==> src/design/tcst_pkg.sv <==
`default_nettype none

package tcst_pkg;

    // Field widths of one segment header word and one result word
    localparam int FLAGS_W = 8;
    localparam int SEQ_W   = 32;
    localparam int LEN_W   = 16;
    localparam int STATE_W = 4;

    localparam int IN_DATA_W  = FLAGS_W + SEQ_W + SEQ_W + LEN_W;
    localparam int OUT_DATA_W = STATE_W + STATE_W + SEQ_W + SEQ_W + SEQ_W;

    // Bit positions in the TCP flag byte
    localparam int FLAG_FIN = 0;
    localparam int FLAG_SYN = 1;
    localparam int FLAG_RST = 2;
    localparam int FLAG_ACK = 4;

    // Direction of a segment
    localparam logic DIR_LOCAL = 1'b0;
    localparam logic DIR_PEER  = 1'b1;

    // Connection state codes as reported on the result word
    typedef enum logic [STATE_W-1:0] {
        ST_CLOSED      = 4'd0,
        ST_SYN_SENT    = 4'd2,
        ST_SYN_RCVD    = 4'd3,
        ST_ESTABLISHED = 4'd4,
        ST_CLOSE_WAIT  = 4'd5,
        ST_FIN_WAIT_1  = 4'd6,
        ST_CLOSING     = 4'd7,
        ST_LAST_ACK    = 4'd8,
        ST_FIN_WAIT_2  = 4'd9,
        ST_TIME_WAIT   = 4'd10
    } tcp_state_t;

    // Serial-number compares on the signed 32-bit difference
    function automatic logic seq_geq(input logic [SEQ_W-1:0] a, input logic [SEQ_W-1:0] b);
        logic [SEQ_W-1:0] d;
        d = a - b;
        return ~d[SEQ_W-1];
    endfunction

    function automatic logic seq_gt(input logic [SEQ_W-1:0] a, input logic [SEQ_W-1:0] b);
        logic [SEQ_W-1:0] d;
        d = a - b;
        return (d != '0) && ~d[SEQ_W-1];
    endfunction

endpackage

`default_nettype wire

==> src/design/tcp_connection_state_tracker.sv <==
// A result word becomes valid once its accepted segment word has passed through
// the input register and then the result register.
// Throughput: one segment word per cycle while the result output is not blocked; the
// state update is a single pass of compare/add/select logic between the input register and the state registers.
// Reset (rst_n low, asynchronous): both states CLOSED, all sequence registers zero,
// both pipeline stages empty.
`default_nettype none

module tcp_connection_state_tracker
    import tcst_pkg::*;
(
    input  wire logic                  clk,
    input  wire logic                  rst_n,
    // segment words
    input  wire logic                  s_axis_tvalid,
    output logic                       s_axis_tready,
    input  wire logic [IN_DATA_W-1:0]  s_axis_tdata,  // tcp_flags, seq_number, ack_number, payload_len
    input  wire logic                  s_axis_tuser,  // op
    // result words
    output logic                       m_axis_tvalid,
    input  wire logic                  m_axis_tready,
    output logic [OUT_DATA_W-1:0]      m_axis_tdata   // out_state, out_pending_state,
                                                      // out_send_unacked, out_send_next,
                                                      // out_send_max
);

    // Input stage
    logic                 in_valid_reg;
    logic                 in_op_reg;
    logic [FLAGS_W-1:0]   in_flags_reg;
    logic [SEQ_W-1:0]     in_seq_reg;
    logic [SEQ_W-1:0]     in_ack_reg;
    logic [LEN_W-1:0]     in_len_reg;

    // Tracker state
    tcp_state_t           conn_state_reg, conn_state_next;
    tcp_state_t           pending_state_reg, pending_state_next;
    logic [SEQ_W-1:0]     ack_gate_seq_reg, ack_gate_seq_next;
    logic [SEQ_W-1:0]     send_unacked_reg, send_unacked_next;
    logic [SEQ_W-1:0]     send_next_reg, send_next_next;
    logic [SEQ_W-1:0]     send_max_reg, send_max_next;

    // Result stage
    logic                 out_valid_reg;
    logic [OUT_DATA_W-1:0] out_data_reg;

    logic                 in_accept;
    logic                 stage_adv;

    // Handshake: input stage moves on when the result register is free or being drained
    assign stage_adv     = in_valid_reg && (!out_valid_reg || m_axis_tready);
    assign s_axis_tready = !in_valid_reg || stage_adv;
    assign in_accept     = s_axis_tvalid && s_axis_tready;

    assign m_axis_tvalid = out_valid_reg;
    assign m_axis_tdata  = out_data_reg;

    // Input register
    always_ff @(posedge clk or negedge rst_n)
    begin
        if (!rst_n)
        begin
            in_valid_reg <= 1'b0;
        end
        else if (in_accept)
        begin
            in_valid_reg <= 1'b1;
        end
        else if (stage_adv)
        begin
            in_valid_reg <= 1'b0;
        end
    end

    always_ff @(posedge clk)
    begin
        if (in_accept)
        begin
            in_op_reg    <= s_axis_tuser;
            in_flags_reg <= s_axis_tdata[FLAGS_W-1:0];
            in_seq_reg   <= s_axis_tdata[FLAGS_W +: SEQ_W];
            in_ack_reg   <= s_axis_tdata[FLAGS_W+SEQ_W +: SEQ_W];
            in_len_reg   <= s_axis_tdata[FLAGS_W+2*SEQ_W +: LEN_W];
        end
    end

    // State update for one segment
    always_comb
    begin
        logic             f_fin;
        logic             f_syn;
        logic             f_rst;
        logic             f_ack;
        logic             acked;
        logic             done;
        logic [SEQ_W-1:0] len_ext;
        logic [SEQ_W-1:0] seq_len;
        logic [SEQ_W-1:0] seq_len_fin;
        logic [SEQ_W-1:0] seq_one;
        tcp_state_t       pre_state;
        logic [SEQ_W-1:0] pre_mark;
        logic             pre_hit;

        f_fin       = in_flags_reg[FLAG_FIN];
        f_syn       = in_flags_reg[FLAG_SYN];
        f_rst       = in_flags_reg[FLAG_RST];
        f_ack       = in_flags_reg[FLAG_ACK];
        len_ext     = {{(SEQ_W-LEN_W){1'b0}}, in_len_reg};
        seq_len     = in_seq_reg + len_ext;
        seq_len_fin = seq_len + 32'd1;
        seq_one     = in_seq_reg + 32'd1;
        acked       = f_ack && seq_geq(in_ack_reg, send_next_reg);
        done        = 1'b0;
        pre_state   = ST_CLOSED;
        pre_mark    = '0;
        pre_hit     = 1'b0;

        conn_state_next    = conn_state_reg;
        pending_state_next = pending_state_reg;
        ack_gate_seq_next  = ack_gate_seq_reg;
        send_unacked_next  = send_unacked_reg;
        send_next_next     = send_next_reg;
        send_max_next      = send_max_reg;

        if (f_rst)
        begin
            conn_state_next = ST_CLOSED;
        end
        else if (in_op_reg == DIR_LOCAL)
        begin
            // Local ACK at or past the mark commits the pending state
            if ((pending_state_reg != conn_state_reg) && f_ack
                && seq_geq(in_ack_reg, ack_gate_seq_reg))
            begin
                if (seq_gt(send_next_reg, send_max_reg))
                begin
                    send_max_next = send_next_reg;
                end
                conn_state_next = pending_state_reg;
            end

            case (conn_state_next)
                ST_CLOSED:
                begin
                    if (f_syn && !f_ack)
                    begin
                        send_next_next     = seq_one;
                        send_max_next      = seq_one;
                        send_unacked_next  = seq_one;
                        conn_state_next    = ST_SYN_SENT;
                        pending_state_next = ST_SYN_SENT;
                        done               = 1'b1;
                    end
                end
                ST_SYN_RCVD:
                begin
                    if (f_ack && !f_syn && seq_gt(in_seq_reg, send_next_reg))
                    begin
                        if (seq_gt(send_next_reg, send_max_next))
                        begin
                            send_max_next = send_next_reg;
                        end
                        conn_state_next = pending_state_reg;
                        done            = 1'b1;
                    end
                end
                ST_ESTABLISHED, ST_CLOSE_WAIT:
                begin
                    if (f_fin)
                    begin
                        send_next_next = seq_len_fin;
                        if (seq_gt(seq_len_fin, send_max_next))
                        begin
                            send_max_next = seq_len_fin;
                        end
                        if (conn_state_next == ST_ESTABLISHED)
                        begin
                            conn_state_next    = ST_FIN_WAIT_1;
                            pending_state_next = ST_FIN_WAIT_1;
                        end
                        else
                        begin
                            conn_state_next    = ST_LAST_ACK;
                            pending_state_next = ST_LAST_ACK;
                        end
                        done = 1'b1;
                    end
                end
                ST_FIN_WAIT_1:
                begin
                    if (f_ack && !f_fin)
                    begin
                        if (seq_gt(send_next_reg, send_max_next))
                        begin
                            send_max_next = send_next_reg;
                        end
                        conn_state_next = pending_state_reg;
                        done            = 1'b1;
                    end
                end
                default:
                begin
                end
            endcase

            // Plain data segment advances send next
            if (!done && (in_len_reg != '0))
            begin
                send_next_next = seq_len;
                if (seq_gt(seq_len, send_max_next))
                begin
                    send_max_next = seq_len;
                end
            end
        end
        else
        begin
            if (f_ack && seq_gt(in_ack_reg, send_unacked_reg))
            begin
                send_unacked_next = in_ack_reg;
            end

            // Pick the pending target and its ack mark
            case (conn_state_reg)
                ST_SYN_SENT:
                begin
                    if (f_syn && !f_ack)
                    begin
                        pre_hit   = 1'b1;
                        pre_state = ST_SYN_RCVD;
                        pre_mark  = seq_one;
                    end
                    else if (f_syn && acked)
                    begin
                        pre_hit   = 1'b1;
                        pre_state = ST_ESTABLISHED;
                        pre_mark  = in_seq_reg;
                    end
                end
                ST_SYN_RCVD:
                begin
                    if (acked)
                    begin
                        pre_hit   = 1'b1;
                        pre_state = ST_ESTABLISHED;
                        pre_mark  = in_seq_reg;
                    end
                end
                ST_ESTABLISHED:
                begin
                    if (f_fin)
                    begin
                        pre_hit   = 1'b1;
                        pre_state = ST_CLOSE_WAIT;
                        pre_mark  = seq_one;
                    end
                end
                ST_FIN_WAIT_1:
                begin
                    if (f_fin)
                    begin
                        pre_hit   = 1'b1;
                        pre_state = acked ? ST_TIME_WAIT : ST_CLOSING;
                        pre_mark  = seq_len_fin;
                    end
                    else if (acked)
                    begin
                        pre_hit   = 1'b1;
                        pre_state = ST_FIN_WAIT_2;
                        pre_mark  = seq_len;
                    end
                end
                ST_FIN_WAIT_2:
                begin
                    if (f_fin)
                    begin
                        pre_hit   = 1'b1;
                        pre_state = ST_TIME_WAIT;
                        pre_mark  = seq_len_fin;
                    end
                end
                ST_CLOSING, ST_LAST_ACK:
                begin
                    if (acked)
                    begin
                        pre_hit   = 1'b1;
                        pre_state = (conn_state_reg == ST_CLOSING) ? ST_TIME_WAIT : ST_CLOSED;
                        pre_mark  = seq_len;
                    end
                end
                default:
                begin
                end
            endcase

            if (pre_hit && (pending_state_reg != pre_state))
            begin
                pending_state_next = pre_state;
                ack_gate_seq_next  = pre_mark;
            end
        end
    end

    // State registers
    always_ff @(posedge clk or negedge rst_n)
    begin
        if (!rst_n)
        begin
            conn_state_reg    <= ST_CLOSED;
            pending_state_reg <= ST_CLOSED;
            ack_gate_seq_reg  <= '0;
            send_unacked_reg  <= '0;
            send_next_reg     <= '0;
            send_max_reg      <= '0;
        end
        else if (stage_adv)
        begin
            conn_state_reg    <= conn_state_next;
            pending_state_reg <= pending_state_next;
            ack_gate_seq_reg  <= ack_gate_seq_next;
            send_unacked_reg  <= send_unacked_next;
            send_next_reg     <= send_next_next;
            send_max_reg      <= send_max_next;
        end
    end

    // Result register
    always_ff @(posedge clk or negedge rst_n)
    begin
        if (!rst_n)
        begin
            out_valid_reg <= 1'b0;
        end
        else if (stage_adv)
        begin
            out_valid_reg <= 1'b1;
        end
        else if (m_axis_tready)
        begin
            out_valid_reg <= 1'b0;
        end
    end

    always_ff @(posedge clk)
    begin
        if (stage_adv)
        begin
            out_data_reg <= {send_max_next, send_next_next, send_unacked_next,
                             pending_state_next, conn_state_next};
        end
    end

    // Input side stalls only when both stages hold words and the output is blocked
    a_stall_cause: assert property (@(posedge clk) disable iff (!rst_n)
        !s_axis_tready |-> (in_valid_reg && out_valid_reg && !m_axis_tready))
        else $error("input stalled without a blocked result word");

    // Tracker state holds while no segment is processed
    a_state_hold: assert property (@(posedge clk) disable iff (!rst_n)
        !stage_adv |=> ($stable(conn_state_reg) && $stable(pending_state_reg)
                        && $stable(send_next_reg) && $stable(send_max_reg)))
        else $error("tracker state changed with no segment processed");

    // RST closes the committed state and leaves the pending state alone
    a_rst_close: assert property (@(posedge clk) disable iff (!rst_n)
        (stage_adv && in_flags_reg[FLAG_RST]) |=>
            ((conn_state_reg == ST_CLOSED) && $stable(pending_state_reg)))
        else $error("RST segment did not close the connection cleanly");

endmodule

`default_nettype wire
==> config.mk <==
export PLATFORM = sky130hd
export DESIGN_NAME = tcp_connection_state_tracker
export DESIGN_NICKNAME = d
export VERILOG_FILES = /design/src/design/tcst_pkg.sv /design/src/design/tcp_connection_state_tracker.sv
export SDC_FILE = /design/constraint.sdc
export NUM_CORES = 2
export LEC_CHECK = 0
export ABC_AREA = 1
export ABC_CLOCK_PERIOD_IN_PS = 21800
export BUFFER_PORTS_ARGS = -buffer_cell sky130_fd_sc_hd__clkbuf_2
export CORE_MARGIN = 2
export CORE_UTILIZATION = 50
export CTS_BUF_LIST = sky130_fd_sc_hd__clkbuf_8 sky130_fd_sc_hd__clkbuf_16
export CTS_CLUSTER_SIZE = 10
export DETAILED_ROUTE_END_ITERATION = 10
export PLACE_DENSITY = 0.68
export SLEW_MARGIN = 15
export SYNTH_ARGS = -nofsm -noshare
export SYNTH_HDL_FRONTEND = slang
export SYNTH_SLANG_ARGS = --single-unit
==> constraint.sdc <==
create_clock -name clk -period 21.8 [get_ports clk]
set_input_delay 1.09 -clock clk [delete_from_list [all_inputs] [get_ports clk]]
set_output_delay 1.09 -clock clk [all_outputs]
set_load 0.005 [all_outputs]
# After elaboration in Yosys (flattened, before gate mapping)
# Cells that the tools add are included.
op_classes:
  add_sub_neg: 11
  eq_ne: 13
  mux: 84
  bitwise_logic: 9
  n_reduce_logical: 42
op_table:
  columns: ["cell", "n"]
  rows:
  - ["$mux W32", 33]
  - ["$sub A32 B32 Y32", 8]
  - ["$pmux W32 S6", 1]
  - ["$reduce_bool A32 Y1", 6]
  - ["$pmux W32 S4", 1]
  - ["$mux W4", 23]
  - ["$add A32 B1 Y32 const B", 2]
  - ["$pmux W32 S2", 1]
  - ["$add A32 B16 Y32", 1]
  - ["$eq A4 B3 Y1 const B", 6]
  - ["$pmux W4 S6", 1]
  - ["$logic_and A1 B1 Y1", 19]
  - ["$mux W1", 16]
  - ["$pmux W4 S4", 1]
  - ["$reduce_bool A16 Y1", 1]
  - ["$eq A4 B2 Y1 const B", 3]
  - ["$mux W3", 4]
  - ["$not A1 Y1", 9]
  - ["$eq A4 B4 Y1 const B", 2]
  - ["$ne A4 B4 Y1", 2]
  - ["$pmux W1 S4", 2]
  - ["$pmux W4 S2", 1]
  - ["$logic_not A1 Y1", 6]
  - ["$reduce_or A2 Y1", 3]
  - ["5 further kinds", 7]
word_totals:
  ff_bits: 328
  out_inout_bits: 106
  wordCells: 173

# Depth between registers and ports, before layout
depth:
  ltp_word: 22
  ltp_mapped: 89

# Worst setup path after synthesis
# No wires, ideal clock.
synth_path:
  kind: "flip-flop to flip-flop"
  startpoint: "reg in_seq_reg[0]"
  endpoint: "reg out_data_reg[95], in the netlist m_axis_tdata[95], data pin"
  setup_time_ps: 258
  t_arrival_ps: 9302
  required_time_ps: 21542
  setup_slack_ps: 12240
  stages_incl_launch_ff: 79
  n_path_buf: 2
  cell_sequence: "edfxtp_1 ha_1 inv_1 fa_1 o21ai_2 xor2_1 nand4_1 nor2_1 nand2_1 nor4_1 nand4_1 nor2_1 inv_1 nor2_1 inv_1 nor2_1 inv_1 nor2_1 [43 not listed] o211ai_1 a31oi_1 inv_1 nand2_1 nand2_1 a21oi_1 o21ai_0 a21oi_1 inv_1 nand2_1 nand3_1 nand3_1 nor2_1 nor2_1 clkbuf_1 nand4_1 nand3_1 nand2_1"
synth_via:
  elab_chain_cells: 17
synth_rtl:
  columns: ["item", "line", "text"]
  rows:
  - ["start, declared", "tcp_connection_state_tracker.sv:31", "logic [SEQ_W-1:0] in_seq_reg;"]
  - ["start signal, assigned", "tcp_connection_state_tracker.sv:81", "in_seq_reg <= s_axis_tdata[FLAGS_W +: SEQ_W];"]
  - ["$add A32 B16 Y32", "tcp_connection_state_tracker.sv:109", "seq_len = in_seq_reg + len_ext;"]
  - ["$add A32 B1 Y32", "tcp_connection_state_tracker.sv:110", "seq_len_fin = seq_len + 32'd1;"]
  - ["$sub A32 B32 Y32", "tcst_pkg.sv:47", "d = a - b;"]
  - ["$reduce_bool A32 Y1 or $not A1 Y1 (tied branches)", "tcst_pkg.sv:48", "return (d != '0) && ~d[SEQ_W-1];"]
  - ["$logic_and A1 B1 Y1", "tcst_pkg.sv:48", null]
  - ["$mux W32", "tcp_connection_state_tracker.sv:172", "if (seq_gt(seq_len_fin, send_max_next))"]
  - ["$mux W32", "tcp_connection_state_tracker.sv:169", "if (f_fin)"]
  - ["$pmux W32 S4", "tcp_connection_state_tracker.sv:142", "case (conn_state_next)"]
  - ["[2 not listed]", null, null]
  - ["$sub A32 B32 Y32", "tcst_pkg.sv:47", null]
  - ["$reduce_bool A32 Y1 or $not A1 Y1 (tied branches)", "tcst_pkg.sv:48", null]
  - ["$logic_and A1 B1 Y1", "tcst_pkg.sv:48", null]
  - ["$mux W32", "tcp_connection_state_tracker.sv:210", "if (seq_gt(seq_len, send_max_next))"]
  - ["$mux W32 *", "tcp_connection_state_tracker.sv:207", "if (!done && (in_len_reg != '0))"]
  - ["$mux W32 *", "tcp_connection_state_tracker.sv:129", "else if (in_op_reg == DIR_LOCAL)"]
  - ["$mux W32 *", "tcp_connection_state_tracker.sv:125", "if (f_rst)"]
  - ["net send_max_next[23]", "tcp_connection_state_tracker.sv:41", "logic [SEQ_W-1:0] send_max_reg, send_max_next;"]
  - ["end signal, assigned", "tcp_connection_state_tracker.sv:348", "out_data_reg <= {send_max_next, send_next_next, send_unacked_next,"]
  - ["end, declared", "tcp_connection_state_tracker.sv:45", "logic [OUT_DATA_W-1:0] out_data_reg;"]
# The timed path passes the listed nets; every way through them passes the cells marked *. The select of a mux whose other input is x is not followed.
# A chain may end at the register's enable or synchronous reset.

# Worst setup path in the final report
layout_path:
  startpoint: "reg send_next_reg[0]"
  endpoint: "reg out_data_reg[87], in the netlist m_axis_tdata[87], data pin"
layout_via:
  elab_chain_cells: 22
layout_rtl:
  columns: ["item", "line", "text"]
  rows:
  - ["start, declared", "tcp_connection_state_tracker.sv:40", "logic [SEQ_W-1:0] send_next_reg, send_next_next;"]
  - ["start signal, assigned", "tcp_connection_state_tracker.sv:322", "send_next_reg <= send_next_next;"]
  - ["$sub A32 B32 Y32", "tcst_pkg.sv:47", null]
  - ["$reduce_bool A32 Y1 or $not A1 Y1 (tied branches)", "tcst_pkg.sv:48", null]
  - ["$logic_and A1 B1 Y1", "tcst_pkg.sv:48", null]
  - ["$mux W32", "tcp_connection_state_tracker.sv:135", "if (seq_gt(send_next_reg, send_max_reg))"]
  - ["$mux W32", "tcp_connection_state_tracker.sv:132", "if ((pending_state_reg != conn_state_reg) && f_ack"]
  - ["$mux W32", "tcp_connection_state_tracker.sv:129", null]
  - ["$mux W32", "tcp_connection_state_tracker.sv:125", null]
  - ["$sub A32 B32 Y32", "tcst_pkg.sv:47", null]
  - ["[7 not listed]", null, null]
  - ["$sub A32 B32 Y32", "tcst_pkg.sv:47", null]
  - ["$reduce_bool A32 Y1 or $not A1 Y1 (tied branches)", "tcst_pkg.sv:48", null]
  - ["$logic_and A1 B1 Y1", "tcst_pkg.sv:48", null]
  - ["$mux W32", "tcp_connection_state_tracker.sv:210", null]
  - ["$mux W32 *", "tcp_connection_state_tracker.sv:207", null]
  - ["$mux W32 *", "tcp_connection_state_tracker.sv:129", null]
  - ["$mux W32 *", "tcp_connection_state_tracker.sv:125", null]
  - ["net send_max_next[15]", "tcp_connection_state_tracker.sv:41", null]
# Marked as above.

==> results.txt <==
Status -> completed
Initial antenna violation count -> 5
Slew at the pin closest to its max-slew limit -> 1.15 ns
Crit Path Class -> register to register
Fin area -> 37200 um^2
# DRC -> 0
Setup_tns -> 0 ns
Hpwl dp -> 123000 um
Skew final -> 0.0475 ns
Reg-to-reg slack, setup -> 7.16 ns
Synth unique cells -> 64
Die ar. -> 70000 um^2
Longest Clk Path Bufs -> 3
CP dominant cell by count -> nand2_1
Total Routing Usage GR -> 42.0%
Yosys warns -> 0
Number of global-route vias before repair -> 34008
Max FFs per register -> 104
Startpoint types -> register
Worst-path maximum fanout -> 87
Most frequent cells in the layout -> nand2_1, inv_1, nor2_1, o21ai_0, a21oi_1
Area of the core -> 67200 um^2
Hold Crit Class -> register to register
First-pass DRT Iterations -> 7
Max-slew violations -> 0
# hold bufs at CTS -> 0
GP Congestion -> 1.08
Layout net count -> 5760
Nature of the critical path endpoint -> register
N_diodes -> 0
Beginning of the worst hold path -> ack_gate_seq_reg[0]
WP data required -> 22.11 ns
Vias -> 37811
Critical path origin -> send_next_reg[0]
Clock Latency Late Sink -> 0.63 ns
Initial Util -> 50.6%
Iter 0 DRT Violations -> 4988
Ys async rst share -> 42.2%
Via/cell ratio -> 5.97
Die height -> 265 um
Clock transition at path regs -> 0.06 ns
Synth top area share -> 16.8%
Post_cts resized -> 0
Syn_nets -> 5615
Area contributors post-synth -> nand2_1, edfxtp_1, dfrtp_1
Die width -> 265 um
Crit path max-delay family -> simple AND/OR/NAND/NOR gates
Netlist area before placement -> 34000 um^2
Critical path's slowest cell -> buf_4
Sequential area share after synthesis -> 26.9%
Number of nets with antenna violations after routing -> 0
Setup bufs post-CTS -> 0
WL final -> 151000 um
Commonest non-fill, non-tap cell in the layout -> nand2_1
Largest net degree at the start of global routing -> 200
Setup repair after global routing missed its margin -> false
Share of layout cells above drive strength 1 -> 7.24%
# setup viols final -> 0
Post-Synthesis Cells -> 5280
CTS Sinks -> 327
Worst rel slew slack -> 22.8%
CTS tree -> done
Min Tclk post-route -> 14.64 ns
Avg WL per Cell -> 23.9 um
EDFF count, synth -> 189
Post-DP Area -> 35900 um^2
Worst EP arrival -> 14.94 ns
Yosys reg bits -> 327
First-pass GRT wire length -> 219000 um
Remaining global-route overflow -> 0
PortBufs -> 194
Cts bufs inserted -> 42
# Max-Cap Violations -> 0
Crit Reg-Reg Startpoint -> send_next_reg[0]
Slowest cell delay on critical path -> 0.69 ns
Endpoints failing hold -> 0
I/O pin cnt -> 199
Root Buffer -> clkbuf_16
Final Cycle Share -> 67.1%
Avg Inst Size Synth -> 6.43 um^2
Fmax -> 0.0683 GHz
Worst path bufs/invs -> 6
Rows -> 95
Most used DFF post-synth -> edfxtp_1
Largest area contributor in the netlist -> nand2_1
Layout area overhead -> 9.60%
# H-tree levels -> 2
[stage by stage]
step	setup WS, ns	hold WS [ns]	utilization (%)	instances
6_report	7.16	0.497	55.4	6332
5_1_grt	6.45	0.502	55.4	6332
4_1_cts	7.98	0.488	55.4	6332
3_5_place_dp	8.03	0.467	53.4	6254
3_3_place_gp	8.14	0.472	53.4	6254
2_1_floorplan	12.24	0.449	-	5280
[cell type report]
type                       instances  area (um^2)
clock buffer                      46         1120
clock inverter                    32          224
fill                            6845        29900
inverter                         817         3080
multi-input combinational       3979        21100
sequential                       327         9130
tap                              873         1090
timing repair buffer             258         1470
[path summary, 6_finish.rpt]
path,endpoint,depth (start not counted)
max reg2reg,m_axis_tdata[87],63
max in group asynchronous,send_next_reg[4],2
min in group asynchronous,send_unacked_reg[19],1
min reg2reg,ack_gate_seq_reg[0],2
min,ack_gate_seq_reg[0],2
max,m_axis_tdata[87],63
[kinds of logic after synthesis]
family	count (synthesis)	share of synthesized area [%]
DFF	327	26.9
and+or+nand+nor	2514	31.1
AOI/OAI and AO/OA	1075	18.2
xor gates and xnor gates	148	3.84
buffers and inverters	974	11.0
adders and majority gates	242	9.03
[routing by layer]
layer	vias up	track usage [%]	routed length, um
met5	-	0	81
met4	8	24.1	10400
met3	362	8.77	16700
met2	2085	62.2	62600
met1	17476	56.9	61400
li1	17880	-	-
[synth_stat cells (17+ instances only)]
master     number
o21ai_0       388
xnor2_1        44
nor4_1         23
nor2_1        404
o21ai_1        36
o2111ai_1      17
dfrtp_1       138
nand2_1      1518
o221ai_1       22
inv_1         785
nor3_1         55
a31oi_1        19
inv_2          21
a21oi_1       352
ha_1          237
clkbuf_1      114
xor2_1        103
a211oi_1       20
o22ai_1        60
o21bai_1       26
nand3_1       318
nand3b_1       20
buf_2          20
o211ai_1       37
nand4_1       115
a221oi_1       35
edfxtp_1      189
[worst min-delay path, cell delays in order, from the launching register on]
cell,delay [ns]
dfrtp_1,0.35
nand2_1,0.06
nand2_1,0.05
Power is not shown: default switching activity piles up to over one toggle a cycle in this logic, so the estimate is an artifact.
